File: src/sv/quicksort_list_sorter_core_macros.svh
// Assertion macros shared by the sorter
`ifndef QUICKSORT_LIST_SORTER_CORE_MACROS_SVH
`define QUICKSORT_LIST_SORTER_CORE_MACROS_SVH

// Implication checked on every clock edge outside reset
`define QLS_ASSERT_IMP(label, clk, rst, lhs, rhs) \
   label: assert property (@(posedge clk) disable iff (rst) (lhs) |-> (rhs)) \
      else $error("assertion failed");

// Implication whose consequent is checked in the cycle after the antecedent
`define QLS_ASSERT_NEXT(label, clk, rst, lhs, rhs) \
   label: assert property (@(posedge clk) disable iff (rst) (lhs) |=> (rhs)) \
      else $error("assertion failed");

`endif

File: src/sv/qls_pkg.sv
`default_nettype none
package qls_pkg;
   localparam int ListCapacity = 32;
   localparam int ElementWidth = 32;
   localparam int IdxWidth     = $clog2(ListCapacity);
   localparam int CntWidth     = $clog2(ListCapacity + 1);
   localparam int SpanWidth    = 2 * IdxWidth;

   typedef logic [IdxWidth-1:0]     idx_type;
   typedef logic [CntWidth-1:0]     cnt_type;
   typedef logic [ElementWidth-1:0] elem_type;

   typedef struct packed {
      idx_type low;
      idx_type high;
   } span_type;

   typedef enum logic [3:0] {
      ST_LOAD,
      ST_POP,
      ST_POP_WAIT,
      ST_PIVOT,
      ST_SCAN,
      ST_SWAP_RD,
      ST_SWAP_WR,
      ST_FIN_RD,
      ST_FIN_WR,
      ST_PUSH1,
      ST_PUSH2,
      ST_EMIT_RD,
      ST_EMIT
   } state_type;

   // Memory request from the sequencer
   typedef struct packed {
      logic     we;
      idx_type  addr;
      elem_type wdata;
   } mem_req_type;

   typedef struct packed {
      logic     we;
      idx_type  addr;
      span_type wdata;
   } stk_req_type;

   function automatic logic key_less(elem_type a, elem_type b);
      return $signed(a) < $signed(b);
   endfunction
endpackage
`default_nettype wire

File: src/sv/qls_stream_if.sv
`default_nettype none
interface qls_stream_if;
   logic                   valid;
   logic                   ready;
   logic [qls_pkg::ElementWidth-1:0] data;
   logic                   last;
   modport source (output valid, output data, output last, input ready);
   modport sink   (input valid, input data, input last, output ready);
endinterface
`default_nettype wire

File: src/sv/quicksort_list_sorter_core.sv
// Loading: one item per cycle into the element memory.
// Sort: each range is popped and partitioned around its last element, each smaller
// element swapped by a read and a write; subranges are pushed, then items emitted.
// Results sit in an output register; the next list loads after the last item.
// Reset (synchronous, active high) empties the list and the range stack.
`default_nettype none
`include "quicksort_list_sorter_core_macros.svh"
module quicksort_list_sorter_core (
   input  wire logic   clock,
   input  wire logic   reset,
   qls_stream_if.sink   req_if,
   qls_stream_if.source rsp_if
);
   import qls_pkg::*;

   mem_req_type mem_req;
   stk_req_type stk_req;
   idx_type     mem_raddr, stk_raddr;
   elem_type    mem_rdata;
   span_type    stk_rdata;
   state_type   state;

   qls_seq u_seq (
      .clock, .reset,
      .in_valid (req_if.valid), .in_ready (req_if.ready),
      .in_value (req_if.data),  .in_last  (req_if.last),
      .out_valid(rsp_if.valid), .out_ready(rsp_if.ready),
      .out_value(rsp_if.data),  .out_final(rsp_if.last),
      .mem_req, .mem_raddr, .mem_rdata,
      .stk_req, .stk_raddr, .stk_rdata,
      .state
   );

   qls_ram #(.Width(ElementWidth), .Depth(ListCapacity)) u_elem (
      .clock, .we(mem_req.we), .waddr(mem_req.addr), .wdata(mem_req.wdata),
      .raddr(mem_raddr), .rdata(mem_rdata)
   );

   qls_ram #(.Width(SpanWidth), .Depth(ListCapacity)) u_stack (
      .clock, .we(stk_req.we), .waddr(stk_req.addr), .wdata(stk_req.wdata),
      .raddr(stk_raddr), .rdata(stk_rdata)
   );

   `QLS_ASSERT_IMP(a_ready_load, clock, reset, req_if.ready, state == ST_LOAD)
   `QLS_ASSERT_IMP(a_no_dual_write, clock, reset, mem_req.we && state != ST_LOAD,
      !req_if.ready)
   `QLS_ASSERT_NEXT(a_rsp_hold, clock, reset, rsp_if.valid && !rsp_if.ready,
      rsp_if.valid && $stable(rsp_if.data) && $stable(rsp_if.last))
endmodule
`default_nettype wire

File: src/sv/qls_ram.sv
`default_nettype none
module qls_ram #(
   parameter int Width = 32,
   parameter int Depth = 32
) (
   input  wire logic                     clock,
   input  wire logic                     we,
   input  wire logic [$clog2(Depth)-1:0] waddr,
   input  wire logic [Width-1:0]         wdata,
   input  wire logic [$clog2(Depth)-1:0] raddr,
   output logic [Width-1:0]              rdata
);
   logic [Width-1:0] mem_ff [Depth];

   always_ff @(posedge clock) begin
      if (we) mem_ff[waddr] <= wdata;
      rdata <= mem_ff[raddr];
   end
endmodule
`default_nettype wire

File: src/sv/qls_seq.sv
`default_nettype none
module qls_seq (
   input  wire logic            clock,
   input  wire logic            reset,
   input  wire logic            in_valid,
   output logic                 in_ready,
   input  wire qls_pkg::elem_type in_value,
   input  wire logic            in_last,
   output logic                 out_valid,
   input  wire logic            out_ready,
   output qls_pkg::elem_type    out_value,
   output logic                 out_final,
   output qls_pkg::mem_req_type mem_req,
   output qls_pkg::idx_type     mem_raddr,
   input  wire qls_pkg::elem_type mem_rdata,
   output qls_pkg::stk_req_type stk_req,
   output qls_pkg::idx_type     stk_raddr,
   input  wire qls_pkg::span_type stk_rdata,
   output qls_pkg::state_type   state
);
   import qls_pkg::*;

   state_type state_ff, state_in;
   cnt_type   count_ff, count_in;
   cnt_type   sp_ff, sp_in;
   idx_type   lo_ff, lo_in, hi_ff, hi_in;
   idx_type   i_ff, i_in, dest_ff, dest_in;
   elem_type  pivot_ff, pivot_in;
   elem_type  hold_ff, hold_in;
   elem_type  out_ff, out_in;
   logic      outv_ff, outv_in, outf_ff, outf_in;
   idx_type   emit_ff, emit_in;

   // partition result pieces
   idx_type   p_idx;
   logic      has_left, has_right, left_first;
   span_type  span_l, span_r;
   logic      accept;

   assign state     = state_ff;
   assign out_valid = outv_ff;
   assign out_value = out_ff;
   assign out_final = outf_ff;
   assign accept    = in_valid && in_ready;

   assign p_idx     = dest_ff;
   assign has_left  = p_idx > lo_ff;
   assign has_right = (IdxWidth+1)'(p_idx) + 1'b1 < (IdxWidth+1)'(hi_ff);
   assign span_l    = '{low: lo_ff, high: p_idx - 1'b1};
   assign span_r    = '{low: p_idx + 1'b1, high: hi_ff};
   assign left_first = has_left && has_right &&
                       ((p_idx - 1'b1 - lo_ff) < (hi_ff - p_idx - 1'b1));

   always_ff @(posedge clock) begin
      if (reset) begin
         state_ff <= ST_LOAD;
         count_ff <= '0;
         sp_ff    <= '0;
         outv_ff  <= 1'b0;
      end else begin
         state_ff <= state_in;
         count_ff <= count_in;
         sp_ff    <= sp_in;
         outv_ff  <= outv_in;
      end
      lo_ff    <= lo_in;
      hi_ff    <= hi_in;
      i_ff     <= i_in;
      dest_ff  <= dest_in;
      pivot_ff <= pivot_in;
      hold_ff  <= hold_in;
      out_ff   <= out_in;
      outf_ff  <= outf_in;
      emit_ff  <= emit_in;
   end

   // next state
   always_comb begin
      state_in = state_ff;
      unique case (state_ff)
         ST_LOAD: begin
            if (accept && in_last) begin
               if (count_in < cnt_type'(2)) state_in = (count_in == '0) ? ST_LOAD : ST_EMIT_RD;
               else state_in = ST_POP;
            end
         end
         ST_POP:      state_in = (sp_ff == '0) ? ST_EMIT_RD : ST_POP_WAIT;
         ST_POP_WAIT: state_in = ST_PIVOT;
         ST_PIVOT:    state_in = ST_SCAN;
         ST_SCAN: begin
            if (i_ff == hi_ff) state_in = ST_FIN_RD;
            else if (key_less(mem_rdata, pivot_ff)) state_in = ST_SWAP_RD;
            else state_in = ST_SCAN;
         end
         ST_SWAP_RD:  state_in = ST_SWAP_WR;
         ST_SWAP_WR:  state_in = ST_SCAN;
         ST_FIN_RD:   state_in = ST_FIN_WR;
         ST_FIN_WR:   state_in = ST_PUSH1;
         ST_PUSH1:    state_in = ST_PUSH2;
         ST_PUSH2:    state_in = ST_POP;
         ST_EMIT_RD:  state_in = ST_EMIT;
         ST_EMIT: begin
            if (!outv_ff || out_ready) begin
               if (emit_ff == idx_type'(count_ff - 1'b1)) state_in = ST_LOAD;
               else state_in = ST_EMIT_RD;
            end
         end
         default:     state_in = ST_LOAD;
      endcase
   end

   // datapath and memory control
   always_comb begin
      count_in  = count_ff;
      sp_in     = sp_ff;
      lo_in     = lo_ff;
      hi_in     = hi_ff;
      i_in      = i_ff;
      dest_in   = dest_ff;
      pivot_in  = pivot_ff;
      hold_in   = hold_ff;
      out_in    = out_ff;
      outf_in   = outf_ff;
      emit_in   = emit_ff;
      outv_in   = outv_ff && !out_ready;
      in_ready  = 1'b0;
      mem_req   = '{we: 1'b0, addr: i_ff, wdata: hold_ff};
      mem_raddr = i_ff;
      stk_req   = '{we: 1'b0, addr: sp_ff[IdxWidth-1:0], wdata: span_l};
      stk_raddr = idx_type'(sp_ff - 1'b1);
      unique case (state_ff)
         ST_LOAD: begin
            in_ready = 1'b1;
            emit_in  = '0;
            if (accept && count_ff < cnt_type'(ListCapacity)) begin
               mem_req  = '{we: 1'b1, addr: count_ff[IdxWidth-1:0], wdata: in_value};
               count_in = count_ff + 1'b1;
            end
            if (accept && in_last) begin
               sp_in   = cnt_type'(1);
               stk_req = '{we: 1'b1, addr: '0,
                           wdata: '{low: '0, high: idx_type'(count_in - 1'b1)}};
            end
         end
         ST_POP: begin
            if (sp_ff != '0) sp_in = sp_ff - 1'b1;
            emit_in = '0;
         end
         ST_POP_WAIT: begin
            // stack entry now on read port; fetch pivot
            lo_in     = stk_rdata.low;
            hi_in     = stk_rdata.high;
            mem_raddr = stk_rdata.high;
         end
         ST_PIVOT: begin
            pivot_in  = mem_rdata;
            i_in      = lo_ff;
            dest_in   = lo_ff;
            mem_raddr = lo_ff;
         end
         ST_SCAN: begin
            mem_raddr = i_ff;
            if (i_ff == hi_ff) begin
               mem_raddr = dest_ff;
            end else if (key_less(mem_rdata, pivot_ff)) begin
               hold_in   = mem_rdata;
               mem_raddr = dest_ff;
            end else begin
               i_in      = i_ff + 1'b1;
               mem_raddr = i_ff + 1'b1;
            end
         end
         ST_SWAP_RD: begin
            // store[i] <= store[dest]; store[dest] written next
            mem_req   = '{we: 1'b1, addr: i_ff, wdata: mem_rdata};
         end
         ST_SWAP_WR: begin
            mem_req   = '{we: 1'b1, addr: dest_ff, wdata: hold_ff};
            dest_in   = dest_ff + 1'b1;
            i_in      = i_ff + 1'b1;
            mem_raddr = i_ff + 1'b1;
         end
         ST_FIN_RD: begin
            mem_req = '{we: 1'b1, addr: hi_ff, wdata: mem_rdata};
         end
         ST_FIN_WR: begin
            mem_req = '{we: 1'b1, addr: dest_ff, wdata: pivot_ff};
         end
         ST_PUSH1: begin
            if (left_first) begin
               stk_req = '{we: 1'b1, addr: sp_ff[IdxWidth-1:0], wdata: span_r};
               sp_in   = sp_ff + 1'b1;
            end else if (has_left) begin
               stk_req = '{we: 1'b1, addr: sp_ff[IdxWidth-1:0], wdata: span_l};
               sp_in   = sp_ff + 1'b1;
            end
         end
         ST_PUSH2: begin
            if (left_first) begin
               stk_req = '{we: 1'b1, addr: sp_ff[IdxWidth-1:0], wdata: span_l};
               sp_in   = sp_ff + 1'b1;
            end else if (has_right) begin
               stk_req = '{we: 1'b1, addr: sp_ff[IdxWidth-1:0], wdata: span_r};
               sp_in   = sp_ff + 1'b1;
            end
         end
         ST_EMIT_RD: begin
            mem_raddr = emit_ff;
         end
         ST_EMIT: begin
            mem_raddr = emit_ff;
            if (!outv_ff || out_ready) begin
               outv_in = 1'b1;
               out_in  = mem_rdata;
               outf_in = emit_ff == idx_type'(count_ff - 1'b1);
               emit_in = emit_ff + 1'b1;
               if (outf_in) count_in = '0;
            end
         end
         default: ;
      endcase
   end
endmodule
`default_nettype wire
File: src/flat_wrapper.sv
// flat-port wrapper written by rule: the top's interface ports become plain ports
module quicksort_list_sorter_core_flat import qls_pkg::*;
  (clock, reset, req_if_valid, req_if_data, req_if_last, req_if_ready, rsp_if_valid, rsp_if_data, rsp_if_last, rsp_if_ready);
  qls_stream_if req_if_i ();
  qls_stream_if rsp_if_i ();
  input  wire logic clock;
  input  wire logic reset;
  input wire logic [$bits(req_if_i.valid)-1:0] req_if_valid;
  input wire logic [$bits(req_if_i.data)-1:0] req_if_data;
  input wire logic [$bits(req_if_i.last)-1:0] req_if_last;
  output wire logic [$bits(req_if_i.ready)-1:0] req_if_ready;
  output wire logic [$bits(rsp_if_i.valid)-1:0] rsp_if_valid;
  output wire logic [$bits(rsp_if_i.data)-1:0] rsp_if_data;
  output wire logic [$bits(rsp_if_i.last)-1:0] rsp_if_last;
  input wire logic [$bits(rsp_if_i.ready)-1:0] rsp_if_ready;
  assign req_if_i.valid = req_if_valid;
  assign req_if_i.data = req_if_data;
  assign req_if_i.last = req_if_last;
  assign req_if_ready = req_if_i.ready;
  assign rsp_if_valid = rsp_if_i.valid;
  assign rsp_if_data = rsp_if_i.data;
  assign rsp_if_last = rsp_if_i.last;
  assign rsp_if_i.ready = rsp_if_ready;
  quicksort_list_sorter_core u_core (.clock(clock), .reset(reset), .req_if(req_if_i), .rsp_if(rsp_if_i));
endmodule
File: config.mk
export PLATFORM = sky130hd
export DESIGN_NAME = quicksort_list_sorter_core_flat
export DESIGN_NICKNAME = d
export VERILOG_FILES = /design/src/sv/qls_pkg.sv /design/src/sv/qls_stream_if.sv /design/src/sv/quicksort_list_sorter_core.sv /design/src/sv/qls_ram.sv /design/src/sv/qls_seq.sv /design/src/flat_wrapper.sv
export VERILOG_INCLUDE_DIRS = /design/src /design/src/sv
export SDC_FILE = /design/constraint.sdc
export NUM_CORES = 2
export LEC_CHECK = 0
export BUFFER_PORTS_ARGS = -buffer_cell sky130_fd_sc_hd__buf_2
export CAP_MARGIN = 40
export CORE_MARGIN = 5
export CORE_UTILIZATION = 25
export CTS_BUF_LIST = sky130_fd_sc_hd__clkbuf_4
export CTS_CLUSTER_DIAMETER = 80
export DETAILED_ROUTE_END_ITERATION = 10
export PLACE_DENSITY_LB_ADDON = 0.3
export SYNTH_ARGS = -nofsm -noshare
export SYNTH_HDL_FRONTEND = slang
export SYNTH_SLANG_ARGS = --single-unit
File: constraint.sdc
create_clock -name clock -period 7.16 [get_ports clock]
set_clock_uncertainty 0.2 [all_clocks]
set_input_delay 0 -clock clock [delete_from_list [all_inputs] [get_ports clock]]
set_output_delay 0 -clock clock [all_outputs]
set_load 0.02 [all_outputs]
==> flow_metrics.tcl <==
set metrics [dict create \
    syn-num-nets 4150 \
    min_period_ns 5.988 \
    final_cell_mix "edfxtp_1 (1466), clkbuf_4 (597), nand2_1 (592)" \
    ys_types 78 \
    die-area_mm2 0.2616 \
    path_class "reg -> reg" \
    status "finished, final reports clean" \
    finalMaxSlewViolations 0 \
    io_pins 72 \
    rsz0062_at_grt "false" \
    antenna_left 0 \
    vias 40102 \
    hp-start "req_if_data[28]" \
    rrSetupSlack_ns 1.17 \
    drv_cap 0 \
    viasPerCell 4.916 \
    htreeDepth 5 \
    fin_setup_tns_ns 0 \
    final_cell_count_no_fill 8157 \
    cts_tree "yes" \
    start_util_pct 25.07 \
    antenna_found_initial 14 \
    dp_hpwl_mm 118.0 \
    hp-class "in -> reg" \
    cp_data_arrival_time_ns 6.71 \
    synth_top_area_share_pct 70.03 \
    max_freq_mhz 167.0 \
    fillers 24954 \
    m1WireLength_mm 85.70 \
    whs_endpoint "u_core.u_elem.mem_ff[20][28]$_DFFE_PP_" \
    cts_buffer_depth 4 \
    syn_inst 4049 \
    initialDrtViolationCount 4498 \
    ys_seq_elements 1525 \
    start_kind "flip-flop" \
    routedWlPerCell_um 24.60 \
    synth_flop_cell "edfxtp_1" \
    r2r_cells 13 \
    routed.top_layer "met5" \
    area_growth_syn_to_layout_pct 19.25 \
    avgSynthCellArea_um2 15.53 \
    p_total_mw 30.09 \
    required_ns 7.88 \
    final_common_cell "edfxtp_1" \
    vdd_drop_max_mv 0.2560 \
    route.met3.wl_mm 16.41 \
    reg2reg_to "u_core.u_elem.mem_ff[5][18]$_DFFE_PP_" \
    grt_overflow_total 0 \
    grtUsageTotal_pct 14.82 \
    grt_pass1_vias 39817 \
    dr.pass1.iters 8 \
    crit_fanout 25 \
    synth_area_leaders "edfxtp_1 (70%), mux4_2 (7.0%), nand2_1 (3.5%)" \
    end_kind "flip-flop" \
    drc 0 \
    grt_pass1_wl_mm 285.7 \
    grt_max_degree 145 \
    tightest_slew_ns 0.8930 \
    worstReg2RegStart "u_core.u_seq.state[1]$_SDFFE_PP0P_" \
    yosysWarnings 0 \
    drive_above_1_share_pct 24.60 \
    clkTransAtPathRegs_ns 0.07 \
    hold_depth 4 \
    fp.dieW_um 511.5 \
    synth_edf_count 1466 \
    fin_crit_sh_pct 83.63 \
    nets 4626 \
    setup_viol 0 \
    p_per_area_mw_per_mm2 401.3 \
    core_mm2 0.2507 \
    dr_wl_met2_mm 92.55 \
    die_y_um 511.5 \
    yosys.area.top_type "edfxtp_1" \
    clk_latency_ns 1.37 \
    dpl.cell_count 7397 \
    place_congestion 0.7924 \
    netlist_area_mm2 0.06286 \
    io_buffer_count 71 \
    timing.slew.headroom_pct 40.47 \
    clock-root-buffer "clkbuf_4" \
    finalHoldViolCount 0 \
    async_flop_share_pct 0 \
    synth_seq_area_share_pct 71.91 \
    cts_buffers 393 \
    routed_wl_mm 200.7 \
    clock-sinks 1525 \
    p_leak_nw 25.19 \
    num_rows 184 \
]
## synthesized netlist by cell type, drive strengths merged (69+ instances only)
library cell,count
edfxtp,1466
mux4,194
clkbuf,174
buf,97
and3,99
mux2i,73
nand3,253
a31oi,165
a22oi,69
nand2,592
nor2,124
nand4,73
## how the worst max path moves through the flow
stage | startpoint | endpoint | slack [ns]
floorplan | u_core.u_seq.dest_ff[0]$_DFFE_PP_ | u_core.u_stack.mem_ff[0][6]$_DFFE_PP_ | 2.10
global placement | u_core.u_elem.rdata[19]$_DFF_P_ | u_core.u_elem.rdata[11]$_DFF_P_ | 1.33
detailed placement | u_core.u_seq.state[1]$_SDFFE_PP0P_ | u_core.u_elem.mem_ff[5][8]$_DFFE_PP_ | 1.34
CTS | u_core.u_seq.state[1]$_SDFFE_PP0P_ | u_core.u_elem.mem_ff[5][18]$_DFFE_PP_ | 1.27
global route | u_core.u_seq.state[1]$_SDFFE_PP0P_ | u_core.u_elem.mem_ff[5][18]$_DFFE_PP_ | 0.96
finish | u_core.u_seq.state[1]$_SDFFE_PP0P_ | u_core.u_elem.mem_ff[5][18]$_DFFE_PP_ | 1.17
## sequential cells by signal, indices dropped and copies added (netlist names)
name                    cells
u_core.u_seq.out_value     32
u_core.u_stack.rdata       10
u_core.u_seq.hold_ff       32
u_core.u_seq.emit_ff        5
u_core.u_seq.count_ff       6
u_core.u_elem.mem_ff     1024
u_core.u_elem.rdata        32
u_core.u_seq.sp_ff          6
u_core.u_seq.hi_ff          5
u_core.u_seq.out_valid      1
u_core.u_seq.state          4
u_core.u_seq.lo_ff          5
u_core.u_seq.out_final      1
u_core.u_seq.dest_ff        5
u_core.u_seq.pivot_ff      32
u_core.u_seq.i_ff           5
u_core.u_stack.mem_ff     320
## metal layers
layer	global-route usage, %	up-vias
li1	-	17244
met1	20.14	20577
met2	23.03	1907
met3	3.717	372
met4	5.232	2
met5	0	-
## metrics by stage
| step | hold slack (ns) | util [%] | setup WS [ns] | cell area, um2 |
|---|---|---|---|---|
| after floorplan | -0.1284 | - | 2.105 | 62860 |
| after detailed placement | 0.1887 | 27.67 | 1.345 | 69370 |
| after CTS | 0.01738 | 29.89 | 1.272 | 74930 |
| after global routing | 0.02884 | 29.90 | 0.9634 | 74960 |
| final | 0.1662 | 29.90 | 1.172 | 74960 |
| after global placement | 0.1876 | 27.19 | 1.332 | 68160 |
## logic make-up after synthesis
family | count (synthesis) | synth area share [%]
mux | 279 | 8.328
simple gates | 1232 | 8.895
xor+xnor | 40 | 0.5573
fa+ha+maj | 64 | 1.298
buf+inv | 338 | 2.253
compound gates | 571 | 6.763
flops | 1525 | 71.91
## final cells by class
cell class	count	area (um2)	area share, %
clock inverter	69	274.0	0.3655
inverter	67	251.5	0.3355
timing repair buffer	352	3715	4.956
antenna	13	32.53	0.04340
tap	3348	4189	5.588
sequential	1525	45210	60.31
multi-input combinational	2186	16810	22.43
clock buffer	597	4482	5.979
## timing repair
action | in CTS | in global routing
buffers inserted | 0 | 0
hold endpoints to repair | 1403 | 0
endpoints found under the setup margin | 0 | 0
hold buffers | 80 | 0
resized for setup | 0 | 0
## report_power, final
part,switching [mW],total (mW),internal [mW]
combinational,6.91,10.6,3.66
sequential,0.475,12.2,11.7
clock,3.56,7.33,3.76
## worst max-delay path, cell delays in order, from the launching register on
cell      delay, ns
dfxtp_1        0.57
nor2_2         0.40
nand2_1        0.25
clkinv_1       0.19
nand2_1        0.13
nor2_4         0.61
nor2_1         0.08
nor3_1         0.52
a21oi_1        0.23
a21boi_0       0.38
nor2b_1        0.26
nand2_1        0.49
nor2_4         0.67
buf_4          0.58
(Power assumes the default switching activity.)
